File: config.mk
export PLATFORM = sky130hd
export DESIGN_NAME = curve_gaussian_smoother
export DESIGN_NICKNAME = d
export VERILOG_FILES = /design/src/rtl/csm_pkg.sv /design/src/rtl/csm_lane.sv /design/src/rtl/csm_merge.sv /design/src/rtl/curve_gaussian_smoother.sv
export SDC_FILE = /design/constraint.sdc
export NUM_CORES = 2
export LEC_CHECK = 0
export ABC_CLOCK_PERIOD_IN_PS = 31900
export BUFFER_PORTS_ARGS = -buffer_cell sky130_fd_sc_hd__buf_2
export CORE_UTILIZATION = 25
export DETAILED_ROUTE_END_ITERATION = 6
export HOLD_SLACK_MARGIN = 0.08
export PLACE_DENSITY = 0.43
export SYNTH_ARGS = -nofsm -noshare
export SYNTH_HDL_FRONTEND = slang
export SYNTH_SLANG_ARGS = --single-unit
File: constraint.sdc
create_clock -name clk -period 31.9 [get_ports clk]
set_input_delay 1.595 -clock clk [delete_from_list [all_inputs] [get_ports clk]]
set_output_delay 1.595 -clock clk [all_outputs]
set_load 0.05 [all_outputs]
File: src/rtl/csm_pkg.sv
`timescale 1ns / 1ps
`default_nettype none

package csm_pkg;

    localparam int CSM_COORD_WIDTH = 20;
    localparam int CSM_TAP_W       = 16;
    localparam int CSM_REG_IDX_W   = 3;
    localparam int CSM_EDGE_REPEAT = 3;
    localparam int CSM_RND_SHIFT   = 28;

    localparam logic [CSM_TAP_W-1:0] CSM_TAP_CENTER_RST = 16'd16384;
    localparam logic [CSM_TAP_W-1:0] CSM_NORM_GAIN_RST  = 16'd16384;

    typedef enum logic [CSM_REG_IDX_W-1:0] {
        REG_TAP_CENTER = 3'd0,
        REG_TAP_ONE    = 3'd1,
        REG_TAP_TWO    = 3'd2,
        REG_TAP_THREE  = 3'd3,
        REG_NORM_GAIN  = 3'd4
    } csm_reg_idx_t;

    typedef struct packed {
        logic [CSM_TAP_W-1:0] tap_center;
        logic [CSM_TAP_W-1:0] tap_one;
        logic [CSM_TAP_W-1:0] tap_two;
        logic [CSM_TAP_W-1:0] tap_three;
        logic [CSM_TAP_W-1:0] norm_gain;
    } csm_kernel_t;

    typedef struct packed {
        logic fill;
        logic shift;
        logic start;
    } csm_lane_ctrl_t;

    typedef enum logic [2:0] {
        PH_CENTER = 3'd0,
        PH_ONE    = 3'd1,
        PH_TWO    = 3'd2,
        PH_THREE  = 3'd3,
        PH_LOW    = 3'd4,
        PH_HIGH   = 3'd5,
        PH_ROUND  = 3'd6
    } csm_phase_t;

    typedef enum logic [3:0] {
        ST_IDLE = 4'b0001,
        ST_STEP = 4'b0010,
        ST_CALC = 4'b0100,
        ST_EMIT = 4'b1000
    } csm_state_t;

endpackage

`default_nettype wire

File: src/rtl/csm_lane.sv
`timescale 1ns / 1ps
`default_nettype none

module csm_lane
    import csm_pkg::*;
#(
    parameter int COORD_WIDTH = CSM_COORD_WIDTH
)
(
    input  wire logic                          clk,
    input  wire logic                          rst_n,
    input  wire csm_lane_ctrl_t                ctrl,
    input  wire logic signed [COORD_WIDTH-1:0] point,
    input  wire csm_kernel_t                   kernel,
    output logic signed [COORD_WIDTH-1:0]      result,
    output logic                               done
);

    localparam int SUM_W  = COORD_WIDTH + 1;
    localparam int ACC_W  = SUM_W + CSM_TAP_W + 2;
    localparam int HI_W   = ACC_W - SUM_W;
    localparam int MA_W   = (SUM_W + 1 > HI_W) ? SUM_W + 1 : HI_W;
    localparam int MB_W   = CSM_TAP_W + 1;
    localparam int PR_W   = MA_W + MB_W;
    localparam int TOT_W  = ACC_W + MB_W;
    localparam int RW     = TOT_W - CSM_RND_SHIFT;
    localparam int WIN    = 2 * CSM_EDGE_REPEAT + 1;

    localparam logic signed [TOT_W-1:0] RND_HALF =
        {{(TOT_W-CSM_RND_SHIFT){1'b0}}, 1'b1, {(CSM_RND_SHIFT-1){1'b0}}};
    localparam logic signed [RW-1:0] R_MAX =
        {{(RW-COORD_WIDTH+1){1'b0}}, {(COORD_WIDTH-1){1'b1}}};
    localparam logic signed [RW-1:0] R_MIN =
        {{(RW-COORD_WIDTH+1){1'b1}}, {(COORD_WIDTH-1){1'b0}}};

    logic signed [COORD_WIDTH-1:0] window_reg [WIN];
    logic signed [ACC_W-1:0]       acc_reg;
    logic signed [TOT_W-1:0]       tot_reg;
    logic signed [COORD_WIDTH-1:0] result_reg;
    logic                          busy_reg;
    logic                          done_reg;
    csm_phase_t                    phase_reg;

    logic signed [SUM_W-1:0]       pair_one;
    logic signed [SUM_W-1:0]       pair_two;
    logic signed [SUM_W-1:0]       pair_three;
    logic signed [MA_W-1:0]        mul_a;
    logic signed [MB_W-1:0]        mul_b;
    logic signed [PR_W-1:0]        prod;
    logic signed [RW-1:0]          rounded;
    logic signed [COORD_WIDTH-1:0] sat;

    assign pair_one   = SUM_W'(window_reg[2]) + SUM_W'(window_reg[4]);
    assign pair_two   = SUM_W'(window_reg[1]) + SUM_W'(window_reg[5]);
    assign pair_three = SUM_W'(window_reg[0]) + SUM_W'(window_reg[6]);

    // one shared multiplier per lane, one product per phase
    always_comb
    begin
        case (phase_reg)
            PH_CENTER:
            begin
                mul_a = MA_W'(window_reg[3]);
                mul_b = signed'({1'b0, kernel.tap_center});
            end
            PH_ONE:
            begin
                mul_a = MA_W'(pair_one);
                mul_b = signed'({1'b0, kernel.tap_one});
            end
            PH_TWO:
            begin
                mul_a = MA_W'(pair_two);
                mul_b = signed'({1'b0, kernel.tap_two});
            end
            PH_THREE:
            begin
                mul_a = MA_W'(pair_three);
                mul_b = signed'({1'b0, kernel.tap_three});
            end
            PH_LOW:
            begin
                mul_a = signed'(MA_W'(acc_reg[SUM_W-1:0]));
                mul_b = signed'({1'b0, kernel.norm_gain});
            end
            PH_HIGH:
            begin
                mul_a = MA_W'(signed'(acc_reg[ACC_W-1:SUM_W]));
                mul_b = signed'({1'b0, kernel.norm_gain});
            end
            default:
            begin
                mul_a = '0;
                mul_b = '0;
            end
        endcase
    end

    assign prod    = mul_a * mul_b;
    assign rounded = RW'(tot_reg >>> CSM_RND_SHIFT);

    always_comb
    begin
        if (rounded > R_MAX)
        begin
            sat = {1'b0, {(COORD_WIDTH-1){1'b1}}};
        end
        else if (rounded < R_MIN)
        begin
            sat = {1'b1, {(COORD_WIDTH-1){1'b0}}};
        end
        else
        begin
            sat = rounded[COORD_WIDTH-1:0];
        end
    end

    always_ff @(posedge clk)
    begin
        if (ctrl.fill)
        begin
            for (int i = 0; i < WIN; i++)
            begin
                window_reg[i] <= point;
            end
        end
        else if (ctrl.shift)
        begin
            for (int i = 0; i < WIN - 1; i++)
            begin
                window_reg[i] <= window_reg[i+1];
            end
            window_reg[WIN-1] <= point;
        end

        if (busy_reg)
        begin
            case (phase_reg)
                PH_CENTER:                   acc_reg <= ACC_W'(prod);
                PH_ONE, PH_TWO, PH_THREE:    acc_reg <= acc_reg + ACC_W'(prod);
                PH_LOW:                      tot_reg <= TOT_W'(prod);
                PH_HIGH:
                begin
                    tot_reg <= tot_reg + (TOT_W'(prod) <<< SUM_W) + RND_HALF;
                end
                PH_ROUND:                    result_reg <= sat;
                default:                     ;
            endcase
        end
    end

    always_ff @(posedge clk or negedge rst_n)
    begin
        if (!rst_n)
        begin
            busy_reg  <= 1'b0;
            done_reg  <= 1'b0;
            phase_reg <= PH_CENTER;
        end
        else
        begin
            done_reg <= 1'b0;
            if (ctrl.start)
            begin
                busy_reg  <= 1'b1;
                phase_reg <= PH_CENTER;
            end
            else if (busy_reg)
            begin
                if (phase_reg == PH_ROUND)
                begin
                    busy_reg <= 1'b0;
                    done_reg <= 1'b1;
                end
                else
                begin
                    phase_reg <= csm_phase_t'(phase_reg + 3'd1);
                end
            end
        end
    end

    assign result = result_reg;
    assign done   = done_reg;

endmodule

`default_nettype wire

File: src/rtl/csm_merge.sv
`timescale 1ns / 1ps
`default_nettype none

module csm_merge
    import csm_pkg::*;
#(
    parameter int COORD_WIDTH = CSM_COORD_WIDTH,
    parameter int TDATA_W     = ((2 * COORD_WIDTH + 7) / 8) * 8
)
(
    input  wire logic                          clk,
    input  wire logic                          rst_n,
    input  wire logic                          load,
    input  wire logic signed [COORD_WIDTH-1:0] lane_x,
    input  wire logic signed [COORD_WIDTH-1:0] lane_y,
    input  wire logic                          last,
    output logic                               slot_free,
    output logic                               m_axis_tvalid,
    input  wire logic                          m_axis_tready,
    output logic [TDATA_W-1:0]                 m_axis_tdata,  // smooth_x, smooth_y
    output logic                               m_axis_tlast   // last_out
);

    logic               valid_reg;
    logic [TDATA_W-1:0] data_reg;
    logic               last_reg;

    assign slot_free = !valid_reg || m_axis_tready;

    always_ff @(posedge clk or negedge rst_n)
    begin
        if (!rst_n)
        begin
            valid_reg <= 1'b0;
        end
        else if (load)
        begin
            valid_reg <= 1'b1;
        end
        else if (m_axis_tready)
        begin
            valid_reg <= 1'b0;
        end
    end

    // both lanes packed into one beat
    always_ff @(posedge clk)
    begin
        if (load)
        begin
            data_reg <= TDATA_W'({lane_y, lane_x});
            last_reg <= last;
        end
    end

    assign m_axis_tvalid = valid_reg;
    assign m_axis_tdata  = data_reg;
    assign m_axis_tlast  = last_reg;

endmodule

`default_nettype wire

File: src/rtl/curve_gaussian_smoother.sv
`timescale 1ns / 1ps
`default_nettype none

// Seven-tap symmetric smoothing of a 2-D curve, x and y in two lanes with
// the ends of each curve extended by repeating the first and last point
// three times. Results lag the input by three points; the beat with tlast
// flushes the rest, so a curve of n points yields n results and the last
// carries tlast. One point is taken at a time: no new point is accepted
// until the block is through with the current one. The single multiplier
// in each lane makes seven passes per result (four taps, two gain halves,
// rounding), and output stalls hold the block further. Registers are
// written through cfg_we/cfg_index/cfg_data; the user must write them
// only while no point is in progress, as the block does not enforce it.
module curve_gaussian_smoother
    import csm_pkg::*;
#(
    parameter int COORD_WIDTH = CSM_COORD_WIDTH,
    localparam int TDATA_W    = ((2 * COORD_WIDTH + 7) / 8) * 8
)
(
    input  wire logic                     clk,
    input  wire logic                     rst_n,
    input  wire logic                     cfg_we,
    input  wire logic [CSM_REG_IDX_W-1:0] cfg_index,
    input  wire logic [CSM_TAP_W-1:0]     cfg_data,
    input  wire logic                     s_axis_tvalid,
    output logic                          s_axis_tready,
    input  wire logic [TDATA_W-1:0]       s_axis_tdata,  // point_x, point_y
    input  wire logic                     s_axis_tlast,  // end_of_curve
    output logic                          m_axis_tvalid,
    input  wire logic                     m_axis_tready,
    output logic [TDATA_W-1:0]            m_axis_tdata,  // smooth_x, smooth_y
    output logic                          m_axis_tlast   // last_out
);

    csm_kernel_t                   kernel_reg;
    csm_state_t                    state_reg;
    csm_state_t                    state_next;
    logic signed [COORD_WIDTH-1:0] px_reg;
    logic signed [COORD_WIDTH-1:0] py_reg;
    logic                          last_reg;
    logic [1:0]                    c_reg;
    logic [1:0]                    s_reg;
    logic [1:0]                    s_next;
    logic [1:0]                    seen_reg;
    logic [1:0]                    seen_next;

    csm_lane_ctrl_t                lane_ctrl;
    logic signed [COORD_WIDTH-1:0] lane_x;
    logic signed [COORD_WIDTH-1:0] lane_y;
    logic                          done_x;
    logic                          done_y;
    logic                          slot_free;
    logic                          load;
    logic                          accept;
    logic                          need_emit;
    logic                          final_step;

    always_ff @(posedge clk or negedge rst_n)
    begin
        if (!rst_n)
        begin
            kernel_reg.tap_center <= CSM_TAP_CENTER_RST;
            kernel_reg.tap_one    <= '0;
            kernel_reg.tap_two    <= '0;
            kernel_reg.tap_three  <= '0;
            kernel_reg.norm_gain  <= CSM_NORM_GAIN_RST;
        end
        else if (cfg_we)
        begin
            case (cfg_index)
                REG_TAP_CENTER: kernel_reg.tap_center <= cfg_data;
                REG_TAP_ONE:    kernel_reg.tap_one    <= cfg_data;
                REG_TAP_TWO:    kernel_reg.tap_two    <= cfg_data;
                REG_TAP_THREE:  kernel_reg.tap_three  <= cfg_data;
                REG_NORM_GAIN:  kernel_reg.norm_gain  <= cfg_data;
                default:        ;
            endcase
        end
    end

    assign s_axis_tready = (state_reg == ST_IDLE);
    assign accept        = s_axis_tvalid && s_axis_tready;

    assign need_emit  = ({1'b0, c_reg} + {1'b0, s_reg}) >= 3'(CSM_EDGE_REPEAT);
    assign final_step = last_reg ? (s_reg == 2'(CSM_EDGE_REPEAT)) : (s_reg == 2'd0);

    always_comb
    begin
        if (s_axis_tlast)
        begin
            seen_next = 2'd0;
        end
        else if (seen_reg < 2'(CSM_EDGE_REPEAT))
        begin
            seen_next = seen_reg + 2'd1;
        end
        else
        begin
            seen_next = seen_reg;
        end
    end

    always_comb
    begin
        state_next = state_reg;
        s_next     = s_reg;
        lane_ctrl  = '0;
        load       = 1'b0;
        case (state_reg)
            ST_IDLE:
            begin
                if (accept)
                begin
                    state_next = ST_STEP;
                    s_next     = 2'd0;
                end
            end
            ST_STEP:
            begin
                // first point of a curve loads the whole window
                lane_ctrl.fill  = (c_reg == 2'd0) && (s_reg == 2'd0);
                lane_ctrl.shift = !lane_ctrl.fill;
                lane_ctrl.start = need_emit;
                if (need_emit)
                begin
                    state_next = ST_CALC;
                end
                else if (final_step)
                begin
                    state_next = ST_IDLE;
                end
                else
                begin
                    s_next = s_reg + 2'd1;
                end
            end
            ST_CALC:
            begin
                if (done_x && done_y)
                begin
                    state_next = ST_EMIT;
                end
            end
            ST_EMIT:
            begin
                if (slot_free)
                begin
                    load = 1'b1;
                    if (final_step)
                    begin
                        state_next = ST_IDLE;
                    end
                    else
                    begin
                        state_next = ST_STEP;
                        s_next     = s_reg + 2'd1;
                    end
                end
            end
            default:
            begin
                state_next = ST_IDLE;
            end
        endcase
    end

    always_ff @(posedge clk or negedge rst_n)
    begin
        if (!rst_n)
        begin
            state_reg <= ST_IDLE;
            s_reg     <= 2'd0;
            c_reg     <= 2'd0;
            seen_reg  <= 2'd0;
            last_reg  <= 1'b0;
        end
        else
        begin
            state_reg <= state_next;
            s_reg     <= s_next;
            if (accept)
            begin
                c_reg    <= seen_reg;
                seen_reg <= seen_next;
                last_reg <= s_axis_tlast;
            end
        end
    end

    always_ff @(posedge clk)
    begin
        if (accept)
        begin
            px_reg <= s_axis_tdata[COORD_WIDTH-1:0];
            py_reg <= s_axis_tdata[2*COORD_WIDTH-1:COORD_WIDTH];
        end
    end

    csm_lane #(
        .COORD_WIDTH (COORD_WIDTH)
    ) u_lane_x (
        .clk    (clk),
        .rst_n  (rst_n),
        .ctrl   (lane_ctrl),
        .point  (px_reg),
        .kernel (kernel_reg),
        .result (lane_x),
        .done   (done_x)
    );

    csm_lane #(
        .COORD_WIDTH (COORD_WIDTH)
    ) u_lane_y (
        .clk    (clk),
        .rst_n  (rst_n),
        .ctrl   (lane_ctrl),
        .point  (py_reg),
        .kernel (kernel_reg),
        .result (lane_y),
        .done   (done_y)
    );

    csm_merge #(
        .COORD_WIDTH (COORD_WIDTH),
        .TDATA_W     (TDATA_W)
    ) u_merge (
        .clk           (clk),
        .rst_n         (rst_n),
        .load          (load),
        .lane_x        (lane_x),
        .lane_y        (lane_y),
        .last          (last_reg && final_step),
        .slot_free     (slot_free),
        .m_axis_tvalid (m_axis_tvalid),
        .m_axis_tready (m_axis_tready),
        .m_axis_tdata  (m_axis_tdata),
        .m_axis_tlast  (m_axis_tlast)
    );

endmodule

`default_nettype wire
* Yosys cells after proc, flatten, opt, wreduce, memory -nomap -nowiden *
Memories as Yosys holds them, arrays and structs flattened.
Cells that the tools add are included.

storage, ports and cells
  RAM bits = 280
  bits of input ports = 65
  output and inout port bits = 43
  memories kept = 2
  bits in registers = 413
  word-level logic and storage cells = 204

memory list
  memory               depth  width  rd ports  clocked after Yosys merged registers in  wr ports  line            text
  u_lane_x.window_reg  7      20     7         0                                        7         csm_lane.sv:36  logic signed [COORD_WIDTH-1:0] window_reg [WIN];
  u_lane_y.window_reg  7      20     7         0                                        7         csm_lane.sv:36

cells by class
  order comparisons = 6
  eq/ne operators = 28
  bitwise gates (word level) = 14
  multiply operators = 2
  reductions and logical operators = 41
  $add $sub $neg = 17
  multiplexer cells = 67

operator list
  kind                                                             count
  two-way mux 20 bit                                               16
  one-hot mux 22 bit (6 select lines)                              2
  one-hot mux 56 bit (2 select lines)                              2
  one-hot mux 16 bit (5 select lines)                              2
  one-hot mux 39 bit (2 select lines)                              2
  adder 20 x 20 -> 21 bit                                          6
  adder 56 x 29 -> 56 bit, second input constant                   2
  adder 56 bit                                                     2
  adder 39 bit                                                     2
  multiplier 22 x 17 -> 39 bit                                     2
  greater-than comparator 28 x 20 -> 1 bit, second input constant  2
  less-than comparator 28 x 20 -> 1 bit, second input constant     2
  AND reduction 2 bit                                              14
  two-way mux 1 bit                                                22
  equality test 3 bit, second input constant                       7
  two-way mux 3 bit                                                7
  two-way mux 4 bit                                                5
  equality test 3 x 2 -> 1 bit, second input constant              6
  one-hot mux 4 bit (4 select lines)                               1
  nonzero test 2 bit                                               8
  two-way mux 2 bit                                                7
  OR 1 bit                                                         14
  inequality test 2 bit, second input constant                     5
  equality test 3 x 1 -> 1 bit, second input constant              3
  22 further kinds                                                 34

* Longest topological paths before layout *
  depth after elaboration = 8
  gate-level depth with buffers = 47
  gate-level depth less buffers = 47

* Modules after synthesis *
A second synthesis with hierarchy kept.

second synthesis, totals
  cell total of the unflattened synthesis = 6817
  area total of the unflattened synthesis = 67004.3 um2

by module, submodules not included
  module                   cells each  area an instance (um2)  instances  sequential area each (um2)
  csm_lane (u_lane_x)      3249        30446.7                 1          7151.9
  csm_lane (u_lane_y)      3239        30387.9                 1          7151.9
  curve_gaussian_smoother  285         4890.9                  1          3482.1
  csm_merge                44          1278.7                  1          1256.2

* Least setup slack after synthesis *
Ideal clock, no wire load.

  path kind = register to register
  start point = memory u_lane_y.window_reg[0][120] (netlist bit)
  end point = register u_lane_y.acc_reg[38], data pin
  setup slack = 21.246 ns
  stages on the path, launching flop included = 46
  setup time = 0.263 ns
  data required time = 31.637 ns
  data arrival time = 10.391 ns
  period minus slack after synthesis = 10.654 ns
  cells stage by stage = edfxtp_1 > ha_1 > fa_1 > a211oi_1 > o21ai_0 > a21oi_1 > o31a_1 > a31oi_1 > o21a_1 > o21ai_0 > mux2i_1 > and4_1 > clkbuf_1 > clkbuf_1 > nor2_1 > fa_1 > inv_1 > fa_1 > [... 10 more ...] > o211ai_1 > and3_1 > or3b_2 > a21o_1 > a21oi_1 > xnor2_1 > ha_1 > clkbuf_1 > a21o_1 > a21o_1 > a21oi_1 > o21ai_0 > a31oi_1 > a31oi_1 > a2111oi_0 > o21bai_1 > mux2i_1 > xor2_1

RTL lines
  element               line             text
  start, declared       csm_lane.sv:36
  end signal, assigned  csm_lane.sv:139  PH_CENTER: acc_reg <= ACC_W'(prod);
  end signal, assigned  csm_lane.sv:140  PH_ONE, PH_TWO, PH_THREE: acc_reg <= acc_reg + ACC_W'(prod);
  end, declared         csm_lane.sv:37   logic signed [ACC_W-1:0] acc_reg;

==> impl_metrics.py <==
metrics = {
    "outcome": {
        "outcome": "complete, no violations",
    },
    "global_routing": {
        "overflow": 0,
        "grt_pass1_vias": 50400,
        "antenna_found_initial": 20,
        "grt_max_degree": 144,
        "grt_pass1_wl_um": 324000,
        "grt_usage_pct": 16.2,
    },
    "die": {
        "core_um2": 263000,
        "chipHeight_um": 516,
        "pin_count": 108,
        "die_x_um": 516,
        "start_util_pct": 25.2,
        "die_area_um2": 266000,
        "rows": 188,
    },
    "sta": {
        "finalCritPeriodShare_pct": 39.6,
        "clock.fmax_mhz": 79.2,
        "maxSlewViolCount": 0,
        "rsz0062_at_grt": "false",
        "final-setup-viol-count": 0,
        "hold_viol_final": 0,
        "worst_clock_skew_ns": 0.0399,
        "maxSlewHeadroom_pct": 8.35,
        "fin_crit_ns": 12.63,
        "tightest_slew_ns": 1.37,
        "finalSetupTns_ns": 0,
    },
    "layout": {
        "syn2layout_area_growth_pct": 12.0,
        "multi_input_area_um2": 42600,
        "seq_area_um2": 19000,
        "final_common_cell": "inv_1",
        "postLayoutCoreUtil_pct": 28.2,
        "drive_gt1_share_pct": 7.80,
        "layout_common_cells": "inv_1 (996), fa_1 (697), nand2_1 (622)",
        "final_cells": 10400,
        "num-fill-cells": 27800,
        "fin_nets": 8076,
    },
    "logic_synthesis": {
        "synth_area_leaders": "edfxtp_1 (25%), fa_1 (21%), ha_1 (10%)",
        "async_reset_ff_share_pct": 15.7,
        "yosysWarnings": 0,
        "netlist.area_leader.share_pct": 24.9,
        "synth_edf_count": 549,
        "synth_top_area_cell": "edfxtp_1",
        "ys_seq_elements": 651,
        "ys_seq_area_share_pct": 28.8,
        "syn_nets": 8016,
        "synth_cell_types": 97,
        "synthFlopType": "edfxtp_1",
        "avgSynthCellArea_um2": 9.85,
        "synthCells": 6708,
        "syn_area_um2": 66100,
    },
    "placement": {
        "post-dp-hpwl_um": 172000,
        "io_buffers": 107,
        "dp_cells": 10200,
        "gp_congestion": 0.884,
    },
    "drt": {
        "routed_wl_um": 218000,
        "via_count": 49500,
        "drt_iter0_drc": 3008,
        "routedWlPerCell_um": 21.0,
        "ant_nets": 0,
        "via_per_inst": 4.77,
        "drc": 0,
        "drt_pass1_iterations": 6,
    },
    "critical_path": {
        "cpLargestDelayFamily": "compound AO/OA/AOI/OAI gates",
        "path_max_fanout": 9,
        "crit_type": "flop to flop",
        "arrival_ns": 13.11,
        "cp.required_ns": 32.37,
        "critPathCaptureType": "flop",
        "cp-start-kind": "flop",
        "crit_buf_inv": 5,
        "path_common_cell": "fa_1",
        "slowest_delay_ns": 0.89,
        "crit_slowest_cell": "o31ai_1",
    },
    "clocking": {
        "clockRootBuffer": "clkbuf_16",
        "cts_tree": "yes",
        "cts_buffers": 89,
        "cts_buffer_depth": 3,
        "clk_pin_slew_ns": 0.06,
        "clock_latency_ns": 0.73,
        "htreeDepth": 3,
        "cts_setup_buffers": 0,
        "hold_buffers": 0,
        "cts_num_sinks": 651,
        "cts_resized": 0,
    },
    "job": {
        "max_cap_violations": 0,
    },
    "hold_path": {
        "hp-class": "flop to flop",
    },
}
[worst paths after layout]
path,start,slack (ns),to,depth (start not counted)
worst max-delay path,u_lane_x.window_reg[5][0],19.27,u_lane_x.tot_reg[55],44
worst min-delay path,u_lane_x.result[11],0.42,u_merge.m_axis_tdata[11],0
worst max register to register,u_lane_x.window_reg[5][0],19.27,u_lane_x.tot_reg[55],44
worst min register to register,u_lane_x.result[11],0.42,u_merge.m_axis_tdata[11],0
max in group asynchronous,rst_n,29.56,kernel_reg[10],2
min in group asynchronous,rst_n,0.86,u_lane_y.phase_reg[2],1
[cell families after synthesis]
| kind of cell | Yosys count | synth area share [%] |
|---|---|---|
| simple gates | 1590 | 10.8 |
| compound gates | 1572 | 15.9 |
| fa+ha+maj | 1247 | 31.5 |
| buf+inv | 1238 | 7.06 |
| flops | 651 | 28.8 |
| xor+xnor | 293 | 3.90 |
| mux | 117 | 1.97 |
[area by class of cell]
type / count / share of cell area (%)
diodes: 9 / 0.0304
clock buffers: 108 / 3.12
clock inverters: 57 / 0.801
inverters: 998 / 5.07
multi-input cells: 4819 / 57.5
flip-flops and latches: 651 / 25.7
well taps: 3515 / 5.94
repair buffers: 209 / 1.78
[metal layers]
metal  vias up  wire, µm  GRT usage, %
met5         -         0             0
met4         0      9070          6.57
met3       312      8530          1.75
met2      1104    106000          27.6
met1     25100     94200          20.7
li1      22900         -             -
[synthesized netlist by cell type (40+ instances only)]
cell type and n:
inv_1 998, fa_1 697, nand2_1 622, edfxtp_1 549, ha_1 546, nor2_1 484, a21o_1 390, a21oi_1 350
o21ai_0 264, clkbuf_1 210, xnor2_1 181, xor2_1 111, mux2_2 107, a22oi_1 99, dfrtp_1 99, o21a_1 83
nor2b_1 81, nand3_1 79, nand2b_1 65, a211oi_1 51, and2_1 49, nor3_1 48, o21bai_1 45, a31oi_1 40
[per-stage QoR]
stage               instance area [µm²]  setup slack, ns  hold WS [ns]
detailed placement                71100            19.32         0.405
finish                            74000            19.27         0.419
CTS                               74000            19.29         0.421
global route                      74000            18.48         0.427
floorplan                         66100            21.25         0.400
global placement                  71100            19.33         0.410
Power is not shown: default switching activity piles up to over one toggle a cycle in this logic, so the estimate is an artifact.
